### src/hw/rtl/sgf_pkg.sv
// Shared constants, types and codes of the Savitzky-Golay smoothing filter.
package sgf_pkg;

    // Sizing
    localparam int MAX_HALF    = 15;
    localparam int SAMPLE_BITS = 16;
    localparam int TAP_BITS    = 24;
    localparam int FRAC_BITS   = 16;
    localparam int OUT_BITS    = 32;
    localparam int CFG_HALF_W  = 4;

    localparam int DEPTH    = 2 * MAX_HALF + 1;
    localparam int SEEN_CAP = DEPTH + 1;
    localparam int ADDR_W   = $clog2(DEPTH);
    localparam int HALF_W   = $clog2(MAX_HALF + 1);
    localparam int SEEN_W   = $clog2(SEEN_CAP + 1);
    // signed width for mirrored index math (covers -2*SEEN_CAP .. 2*SEEN_CAP)
    localparam int SIDX_W   = $clog2(2 * SEEN_CAP) + 2;
    localparam int PROD_W   = SAMPLE_BITS + TAP_BITS;
    localparam int ACC_W    = PROD_W + $clog2(DEPTH);
    localparam int HCMP_W   = (HALF_W > CFG_HALF_W) ? HALF_W : CFG_HALF_W;

    // Stream packing
    localparam int IN_FIELDS_W = SAMPLE_BITS + ADDR_W + TAP_BITS;
    localparam int S_TDATA_W   = ((IN_FIELDS_W + 7) / 8) * 8;
    localparam int M_TDATA_W   = ((OUT_BITS + 7) / 8) * 8;

    // APB register map
    localparam int PADDR_W = 2;
    localparam int PDATA_W = 32;
    localparam logic [CFG_HALF_W-1:0] HALF_RESET = CFG_HALF_W'(2);

    // Item kinds carried on tuser
    localparam logic KIND_SAMPLE = 1'b0;
    localparam logic KIND_TAP    = 1'b1;

    typedef enum logic [2:0] {
        ST_IDLE,
        ST_MAC,
        ST_DRAIN,
        ST_RESULT,
        ST_SHORT
    } state_t;

    // Controller to datapath
    typedef struct packed {
        logic accept;
        logic issue;
        logic next_d;
        logic load_out;
        logic load_short;
    } cmd_t;

    // Datapath to controller
    typedef struct packed {
        logic starts_filter;
        logic starts_short;
        logic j_last;
        logic pipe_empty;
        logic more;
        logic out_free;
    } status_t;

endpackage

### src/hw/rtl/savitzky_golay_fir_mirror_edges_top.sv
// Top level of the Savitzky-Golay smoothing filter with mirrored record edges.
//
// Input stream (s_*): one request per item. tuser = 1 loads a coefficient tap,
// tuser = 0 carries a data sample; tlast marks the last sample of a record.
// Output stream (m_*): each result carries one filtered value on tdata, tlast on the
// final value of a record, tuser set on the single result of a too-short record.
// APB port: register 0 holds half_width (window of 2*half_width+1 taps).
//
// Sequence: a tap load is done on acceptance. A sample that yields an output
// passes through accept, MAC over the 2h+1 taps, drain and result
// (h = effective half width); the single shared multiply-accumulate and its
// read/multiply/add pipeline serve one output at a time. The last sample of a
// record yields h+1 outputs, each further one again going through MAC, drain and result.
// Reset clears the sample count, ring pointer, half_width (to 2) and output
// valid; tap and history stores keep whatever they hold until written.
// A stalled receiver holds the result in the output register; the block
// computes the next result meanwhile and waits only to hand it over.
module savitzky_golay_fir_mirror_edges_top (
    input  logic                                 clk,
    input  logic                                 rst_n,
    // sample/tap requests
    input  logic                                 s_tvalid,
    output logic                                 s_tready,
    input  logic [sgf_pkg::S_TDATA_W-1:0]        s_tdata,  // sample, tap_index, tap_value
    input  logic                                 s_tuser,  // kind
    input  logic                                 s_tlast,  // last_sample
    // results
    output logic                                 m_tvalid,
    input  logic                                 m_tready,
    output logic [sgf_pkg::M_TDATA_W-1:0]        m_tdata,  // value
    output logic                                 m_tuser,  // short_record
    output logic                                 m_tlast,  // last_result
    // configuration
    input  logic                                 psel,
    input  logic                                 penable,
    input  logic                                 pwrite,
    input  logic [sgf_pkg::PADDR_W-1:0]          paddr,
    input  logic [sgf_pkg::PDATA_W-1:0]          pwdata,
    output logic [sgf_pkg::PDATA_W-1:0]          prdata,
    output logic                                 pready
);
    import sgf_pkg::*;

    logic [CFG_HALF_W-1:0] half_reg;
    logic [HALF_W-1:0]     half_eff;
    cmd_t                  cmd;
    status_t               status;

    // Configuration register: one register, writes at every address reach it, reads return it only at address 0
    always_ff @(posedge clk or negedge rst_n)
    begin
        if (!rst_n)
        begin
            half_reg <= HALF_RESET;
        end
        else if (psel && penable && pwrite && pready)
        begin
            half_reg <= pwdata[CFG_HALF_W-1:0];
        end
    end

    assign pready = 1'b1;
    assign prdata = (paddr == '0) ? PDATA_W'(half_reg) : '0;

    // Effective half width: zero acts as one, clamp at the maximum
    always_comb
    begin
        if (half_reg == '0)
        begin
            half_eff = HALF_W'(1);
        end
        else if (HCMP_W'(half_reg) > HCMP_W'(MAX_HALF))
        begin
            half_eff = HALF_W'(MAX_HALF);
        end
        else
        begin
            half_eff = HALF_W'(half_reg);
        end
    end

    sgf_ctrl u_ctrl (
        .clk      (clk),
        .rst_n    (rst_n),
        .s_tvalid (s_tvalid),
        .s_tready (s_tready),
        .status   (status),
        .cmd      (cmd)
    );

    sgf_datapath u_dp (
        .clk      (clk),
        .rst_n    (rst_n),
        .cmd      (cmd),
        .half     (half_eff),
        .s_tdata  (s_tdata),
        .s_tuser  (s_tuser),
        .s_tlast  (s_tlast),
        .m_tready (m_tready),
        .status   (status),
        .m_tvalid (m_tvalid),
        .m_tdata  (m_tdata),
        .m_tlast  (m_tlast),
        .m_tuser  (m_tuser)
    );

endmodule

### src/hw/rtl/sgf_ctrl.sv
// Sequencer: request intake, per-output tap loop, drain, result and short-record hand-off.
module sgf_ctrl (
    input  logic             clk,
    input  logic             rst_n,
    input  logic             s_tvalid,
    output logic             s_tready,
    input  sgf_pkg::status_t status,
    output sgf_pkg::cmd_t    cmd
);
    import sgf_pkg::*;

    state_t state_reg;
    state_t state_next;

    // State register
    always_ff @(posedge clk or negedge rst_n)
    begin
        if (!rst_n)
        begin
            state_reg <= ST_IDLE;
        end
        else
        begin
            state_reg <= state_next;
        end
    end

    // Next state and commands
    always_comb
    begin
        state_next = state_reg;
        cmd        = '0;
        s_tready   = 1'b0;
        unique case (state_reg)
            ST_IDLE:
            begin
                s_tready = 1'b1;
                if (s_tvalid)
                begin
                    cmd.accept = 1'b1;
                    if (status.starts_filter)
                    begin
                        state_next = ST_MAC;
                    end
                    else if (status.starts_short)
                    begin
                        state_next = ST_SHORT;
                    end
                end
            end
            ST_MAC:
            begin
                cmd.issue = 1'b1;
                if (status.j_last)
                begin
                    state_next = ST_DRAIN;
                end
            end
            ST_DRAIN:
            begin
                if (status.pipe_empty)
                begin
                    state_next = ST_RESULT;
                end
            end
            ST_RESULT:
            begin
                if (status.out_free)
                begin
                    cmd.load_out = 1'b1;
                    if (status.more)
                    begin
                        cmd.next_d = 1'b1;
                        state_next = ST_MAC;
                    end
                    else
                    begin
                        state_next = ST_IDLE;
                    end
                end
            end
            ST_SHORT:
            begin
                if (status.out_free)
                begin
                    cmd.load_short = 1'b1;
                    state_next     = ST_IDLE;
                end
            end
            default:
            begin
                state_next = ST_IDLE;
            end
        endcase
    end

endmodule

### src/hw/rtl/sgf_datapath.sv
// Tap and history stores, mirrored address generation, MAC pipeline, output register.
module sgf_datapath (
    input  logic                             clk,
    input  logic                             rst_n,
    input  sgf_pkg::cmd_t                    cmd,
    input  logic [sgf_pkg::HALF_W-1:0]       half,
    input  logic [sgf_pkg::S_TDATA_W-1:0]    s_tdata,
    input  logic                             s_tuser,
    input  logic                             s_tlast,
    input  logic                             m_tready,
    output sgf_pkg::status_t                 status,
    output logic                             m_tvalid,
    output logic [sgf_pkg::M_TDATA_W-1:0]    m_tdata,
    output logic                             m_tlast,
    output logic                             m_tuser
);
    import sgf_pkg::*;

    localparam int Q_W = ACC_W + 1 - FRAC_BITS;
    localparam logic signed [ACC_W:0] RND_HALF =
        {{(ACC_W + 1 - FRAC_BITS){1'b0}}, 1'b1, {(FRAC_BITS - 1){1'b0}}};
    localparam logic signed [63:0] OUT_MAX = 64'sh0000_0000_7FFF_FFFF;
    localparam logic signed [63:0] OUT_MIN = -64'sh0000_0000_8000_0000;

    // Stores
    logic signed [TAP_BITS-1:0]    tap_mem  [DEPTH];
    logic signed [SAMPLE_BITS-1:0] hist_mem [DEPTH];

    // Record state
    logic [ADDR_W-1:0] wp_reg;
    logic [SEEN_W-1:0] seen_reg;
    logic [SEEN_W-1:0] c_reg;
    logic [ADDR_W-1:0] newest_reg;
    logic              flush_reg;
    logic [HALF_W-1:0] d_reg;
    logic [ADDR_W-1:0] j_reg;

    // MAC pipeline
    logic                          v1_reg;
    logic                          v2_reg;
    logic signed [TAP_BITS-1:0]    tap_rd_reg;
    logic signed [SAMPLE_BITS-1:0] smp_rd_reg;
    logic signed [PROD_W-1:0]      prod_reg;
    logic signed [ACC_W-1:0]       acc_reg;

    // Output register
    logic                m_tvalid_reg;
    logic [OUT_BITS-1:0] m_value_reg;
    logic                m_tlast_reg;
    logic                m_tuser_reg;

    // Request fields
    logic signed [SAMPLE_BITS-1:0] in_sample;
    logic [ADDR_W-1:0]             in_tidx;
    logic signed [TAP_BITS-1:0]    in_tval;
    logic                          is_sample;

    assign in_sample = s_tdata[SAMPLE_BITS-1:0];
    assign in_tidx   = s_tdata[SAMPLE_BITS +: ADDR_W];
    assign in_tval   = s_tdata[SAMPLE_BITS + ADDR_W +: TAP_BITS];
    assign is_sample = (s_tuser == KIND_SAMPLE);

    // Sample count after this request and window readiness
    logic [SEEN_W-1:0] seen_inc;
    logic [SEEN_W-1:0] h_plus1;
    logic [ADDR_W-1:0] wp_inc;

    assign seen_inc = (seen_reg < SEEN_W'(SEEN_CAP)) ? seen_reg + SEEN_W'(1) : seen_reg;
    assign h_plus1  = SEEN_W'(half) + SEEN_W'(1);
    assign wp_inc   = (wp_reg == ADDR_W'(DEPTH - 1)) ? '0 : wp_reg + ADDR_W'(1);

    // Mirrored index -> ring position for tap j
    logic signed [SIDX_W-1:0] c_s;
    logic signed [SIDX_W-1:0] d_s;
    logic signed [SIDX_W-1:0] h_s;
    logic signed [SIDX_W-1:0] j_s;
    logic signed [SIDX_W-1:0] idx0;
    logic signed [SIDX_W-1:0] idx1;
    logic signed [SIDX_W-1:0] idx2;
    logic signed [SIDX_W-1:0] back;
    logic [ADDR_W-1:0]        back_cl;
    logic signed [ADDR_W:0]   pos_diff;
    logic [ADDR_W-1:0]        pos;

    assign c_s  = $signed(SIDX_W'(c_reg));
    assign d_s  = $signed(SIDX_W'(d_reg));
    assign h_s  = $signed(SIDX_W'(half));
    assign j_s  = $signed(SIDX_W'(j_reg));
    assign idx0 = c_s - d_s - h_s + j_s;
    assign idx1 = (idx0 < 0) ? -idx0 : idx0;
    assign idx2 = (flush_reg && (idx1 > c_s)) ? (c_s <<< 1) - idx1 : idx1;
    assign back = c_s - idx2;

    always_comb
    begin
        if (back < 0)
        begin
            back_cl = '0;
        end
        else if (back > $signed(SIDX_W'(DEPTH - 1)))
        begin
            back_cl = ADDR_W'(DEPTH - 1);
        end
        else
        begin
            back_cl = back[ADDR_W-1:0];
        end
    end

    assign pos_diff = $signed({1'b0, newest_reg}) - $signed({1'b0, back_cl});
    assign pos      = (pos_diff < 0) ? ADDR_W'(pos_diff + $signed((ADDR_W + 1)'(DEPTH)))
                                     : pos_diff[ADDR_W-1:0];

    // Store writes
    always_ff @(posedge clk)
    begin
        if (cmd.accept && !is_sample && (in_tidx < ADDR_W'(DEPTH)))
        begin
            tap_mem[in_tidx] <= in_tval;
        end
        if (cmd.accept && is_sample)
        begin
            hist_mem[wp_reg] <= in_sample;
        end
    end

    // Registered store reads and product
    always_ff @(posedge clk)
    begin
        tap_rd_reg <= tap_mem[j_reg];
        smp_rd_reg <= hist_mem[pos];
        prod_reg   <= tap_rd_reg * smp_rd_reg;
    end

    // Record control state
    always_ff @(posedge clk or negedge rst_n)
    begin
        if (!rst_n)
        begin
            wp_reg   <= '0;
            seen_reg <= '0;
            v1_reg   <= 1'b0;
            v2_reg   <= 1'b0;
        end
        else
        begin
            v1_reg <= cmd.issue;
            v2_reg <= v1_reg;
            if (cmd.accept && is_sample)
            begin
                wp_reg   <= wp_inc;
                seen_reg <= s_tlast ? '0 : seen_inc;
            end
        end
    end

    // Per-output working registers and accumulator
    always_ff @(posedge clk)
    begin
        if (cmd.accept)
        begin
            c_reg      <= seen_inc - SEEN_W'(1);
            newest_reg <= wp_reg;
            flush_reg  <= s_tlast;
            d_reg      <= half;
            j_reg      <= '0;
            acc_reg    <= '0;
        end
        else if (cmd.next_d)
        begin
            d_reg   <= d_reg - HALF_W'(1);
            j_reg   <= '0;
            acc_reg <= '0;
        end
        else
        begin
            if (cmd.issue)
            begin
                j_reg <= j_reg + ADDR_W'(1);
            end
            if (v2_reg)
            begin
                acc_reg <= acc_reg + ACC_W'(prod_reg);
            end
        end
    end

    // Round half up, drop fraction, clamp to 32 bits
    logic signed [ACC_W:0] rnd;
    logic signed [Q_W-1:0] q;
    logic signed [63:0]    q64;
    logic [OUT_BITS-1:0]   value;

    assign rnd = (ACC_W + 1)'(acc_reg) + RND_HALF;
    assign q   = rnd[ACC_W:FRAC_BITS];
    assign q64 = 64'(q);

    always_comb
    begin
        if (q64 > OUT_MAX)
        begin
            value = OUT_MAX[OUT_BITS-1:0];
        end
        else if (q64 < OUT_MIN)
        begin
            value = OUT_MIN[OUT_BITS-1:0];
        end
        else
        begin
            value = q64[OUT_BITS-1:0];
        end
    end

    // Output valid
    always_ff @(posedge clk or negedge rst_n)
    begin
        if (!rst_n)
        begin
            m_tvalid_reg <= 1'b0;
        end
        else if (cmd.load_out || cmd.load_short)
        begin
            m_tvalid_reg <= 1'b1;
        end
        else if (m_tready)
        begin
            m_tvalid_reg <= 1'b0;
        end
    end

    // Output payload
    always_ff @(posedge clk)
    begin
        if (cmd.load_out)
        begin
            m_value_reg <= value;
            m_tlast_reg <= flush_reg && (d_reg == '0);
            m_tuser_reg <= 1'b0;
        end
        else if (cmd.load_short)
        begin
            m_value_reg <= '0;
            m_tlast_reg <= 1'b1;
            m_tuser_reg <= 1'b1;
        end
    end

    assign m_tvalid = m_tvalid_reg;
    assign m_tdata  = M_TDATA_W'(m_value_reg);
    assign m_tlast  = m_tlast_reg;
    assign m_tuser  = m_tuser_reg;

    // Status
    assign status.starts_filter = is_sample && (seen_inc >= h_plus1);
    assign status.starts_short  = is_sample && s_tlast && (seen_inc < h_plus1);
    assign status.j_last        = (j_reg == ADDR_W'({half, 1'b0}));
    assign status.pipe_empty    = !v1_reg && !v2_reg;
    assign status.more          = flush_reg && (d_reg != '0);
    assign status.out_free      = !m_tvalid_reg || m_tready;

endmodule

### config.mk
export PLATFORM = sky130hd
export DESIGN_NAME = savitzky_golay_fir_mirror_edges_top
export DESIGN_NICKNAME = d
export VERILOG_FILES = /design/src/hw/rtl/sgf_pkg.sv /design/src/hw/rtl/savitzky_golay_fir_mirror_edges_top.sv /design/src/hw/rtl/sgf_ctrl.sv /design/src/hw/rtl/sgf_datapath.sv
export SDC_FILE = /design/constraint.sdc
export NUM_CORES = 2
export LEC_CHECK = 0
export ABC_CLOCK_PERIOD_IN_PS = 14620
export BUFFER_PORTS_ARGS = -buffer_cell sky130_fd_sc_hd__buf_2
export CORE_UTILIZATION = 68
export DETAILED_ROUTE_END_ITERATION = 16
export HOLD_SLACK_MARGIN = 0.05
export PLACE_DENSITY = 0.85
export SLEW_MARGIN = 10
export SYNTH_ARGS = -nofsm -noshare
export SYNTH_HDL_FRONTEND = slang
export SYNTH_SLANG_ARGS = --single-unit
### constraint.sdc
create_clock -name clk -period 14.62 [get_ports clk]
set_clock_uncertainty 0.1 [all_clocks]
set_input_delay 2.924 -clock clk [delete_from_list [all_inputs] [get_ports clk]]
set_output_delay 2.924 -clock clk [all_outputs]
set_load 0.01 [all_outputs]
==> flow_summary.toml <==
[run_status]
outcome = "completed"

[worst_setup_path]
worstPathArrival_ps = 12730
critPathMaxFanout = 43
reg2regPathDepth = 52
cpMostUsedCell = "ha_1"
cp_slowest_cell = "nand2_2"
crit_path_start_kind = "flop"
worstSetupPathType = "reg -> reg"
worst_ep_required_time_ps = 15110
worstSetupEndpointType = "flop"
worst_path_largest_cell_delay_ps = 770

[synthesis]
ys_top_cells_by_count = "edfxtp_1, nand2_1, inv_1"
synth_top_area_share_pct = 52.2
synth_seq_cells = 1440
yosys.area.top_type = "edfxtp_1"
synth_most_common_cell = "edfxtp_1"
synth-edff-count = 1288
synth-seq-area-share_pct = 56.5
syn_inst = 5273
yosysUniqueCellTypes = 92
synth.area.top_cells = "edfxtp_1, fa_1, mux4_2"
async_flop_share_pct = 1.46
yosys_warnings = 0
netlist_area_um2 = 74000
avgSynthCellArea_um2 = 14.0
synth-main-ff-cell = "edfxtp_1"

[placement]
dp_hpwl_mm = 110
port_buffers = 99
gp_congestion = 0.862
dp_cells = 6592
post-place-ws_ps = 2590
placedInstanceArea_um2 = 76000

[floorplanning]
start_util_pct = 68.9
die_h_um = 332
ioPinCount = 160
die_area_um2 = 110000
die_w_um = 332
row_count = 120
core_um2 = 108000

[detailed_routing]
postRouteAntennaNets = 0
routed_wl_mm = 191
drt_pass1_iterations = 9
drtIter0Drc = 6228
vias = 46900
vias_per_cell = 6.84
wl_per_cell_um = 27.9
drc = 0

[finish]
layout-area-overhead-vs-synth_pct = 9.04
instances_no_fill = 6852
fin_nets = 6001
nFillCells = 5928
fin_area_um2 = 80700
largest_reg_flops = 744
layout-drive-gt1-share_pct = 13.8

[sta]
hold_viol = 0
setup_tns_ps = 0
setup_viol = 0
period_share_pct = 83.8
rsz0062_at_grt = "no"
relSlewSlack_pct = 14.4
fin_crit_ps = 12250
setup_ws_ps = 2370
finalMaxSlewViolations = 0
fmax_ghz = 0.0816
worst_pin_slew_ps = 1280

[grt]
overflow = 0
antenna_found_initial = 4
grt_pass1_wl_mm = 288
grt_max_degree = 120
grtUsageTotal_pct = 35.0
grt_pass1_vias = 47900

[clock_network]
clk_pin_slew_ps = 60
cts_tree = "yes"
clock_latency_ps = 790
clock-root-buffer = "clkbuf_16"
cts_resized = 0
cts.sinks = 1440
clk_path_buf_depth = 3
htreeDepth = 4
cts_buffers = 141
postCtsSetupBuffers = 0
ctsHoldBuffers = 0

[hold_path]
hold_depth = 0
hold_path_class = "reg -> reg"

[run]
maxCapViolCount = 0
[cells by family after synthesis]
| family | share of synthesized area [%] |
|---|---|
| compound gates | 7.60 |
| xor+xnor | 1.75 |
| fa+ha+maj | 13.7 |
| buf+inv | 4.08 |
| flops | 56.5 |
| mux | 9.05 |
| other cells | 0.0101 |
| simple gates | 7.35 |
[final timing paths]
kind                               start  slack, ps                   to
max in group asynchronous          rst_n      11940          u_dp.v2_reg
min                          u_dp.v1_reg        290          u_dp.v2_reg
max                        u_dp.c_reg[0]       2370  u_dp.smp_rd_reg[12]
min in group asynchronous          rst_n       2060       u_dp.wp_reg[0]
max reg2reg                u_dp.c_reg[0]       2370  u_dp.smp_rd_reg[12]
min reg2reg                  u_dp.v1_reg        290          u_dp.v2_reg
[stage by stage]
| step | hold slack [ps] | util [%] |
|---|---|---|
| final | 289 | 75.1 |
| after global routing | 298 | 75.1 |
| after CTS | 288 | 75.1 |
| after detailed placement | 275 | 70.7 |
| after global placement | 260 | 70.7 |
| after floorplan | 249 | - |
[worst max-delay path: cells and delay by family, from the launching register on]
family,cells,cell delay [ps]
multiplexers,1,140
buffers and inverters,5,820
AND/OR/NAND/NOR,13,3400
XOR/XNOR,2,340
AO/OA/AOI/OAI,24,4740
flip-flops,1,460
adder cells (fa/ha/maj),7,2000
[metal layers]
| layer | track usage [%] | vias to the layer above | share of wire, % |
|---|---|---|---|
| li1 | - | 19400 | - |
| met1 | 42.9 | 23500 | 33 |
| met2 | 60.2 | 3304 | 51 |
| met3 | 6.18 | 704 | 9.7 |
| met4 | 17.5 | 4 | 5.6 |
| met5 | 0 | - | 0.013 |
[area by class of cell]
| cell class | instances | area, um2 | share of cell area, % |
|---|---|---|---|
| well taps | 1403 | 1760 | 2.17 |
| repair buffers | 193 | 1240 | 1.53 |
| inverters | 451 | 1690 | 2.10 |
| flip-flops and latches | 1440 | 41800 | 51.8 |
| clock buffers | 179 | 3880 | 4.81 |
| multi-input cells | 3105 | 29500 | 36.5 |
| clock inverters | 79 | 806 | 0.998 |
| diodes | 2 | 5.00 | 0.00620 |
[cell usage in the layout, fill, tap and decap left out, types with 24 or more instances in the layout]
master | netlist | final
a221oi_1 | 121 | 121
clkinv_2 | 0 | 26
o221ai_1 | 43 | 43
mux2i_1 | 83 | 82
nor2_2 | 0 | 42
ha_1 | 195 | 194
xor2_1 | 56 | 55
clkinv_1 | 1 | 26
clkbuf_1 | 211 | 24
and2_1 | 139 | 139
inv_1 | 449 | 448
dfxtp_1 | 131 | 127
edfxtp_1 | 1288 | 1288
nand2_1 | 536 | 534
a31oi_1 | 37 | 37
o21ai_0 | 145 | 145
a22oi_1 | 62 | 62
xnor2_1 | 89 | 85
nor3_1 | 36 | 36
mux4_2 | 257 | 257
fa_1 | 383 | 383
conb_1 | 2 | 29
buf_2 | 20 | 99
nand2b_1 | 45 | 45
a21o_1 | 56 | 56
clkbuf_16 | 0 | 148
a21oi_1 | 174 | 173
nand3_1 | 83 | 83
buf_4 | 35 | 91
nor2_1 | 236 | 193
Power is left out: the tool's default activity adds up to more than one toggle a clock period on the data nets, which glitch-free logic cannot reach.
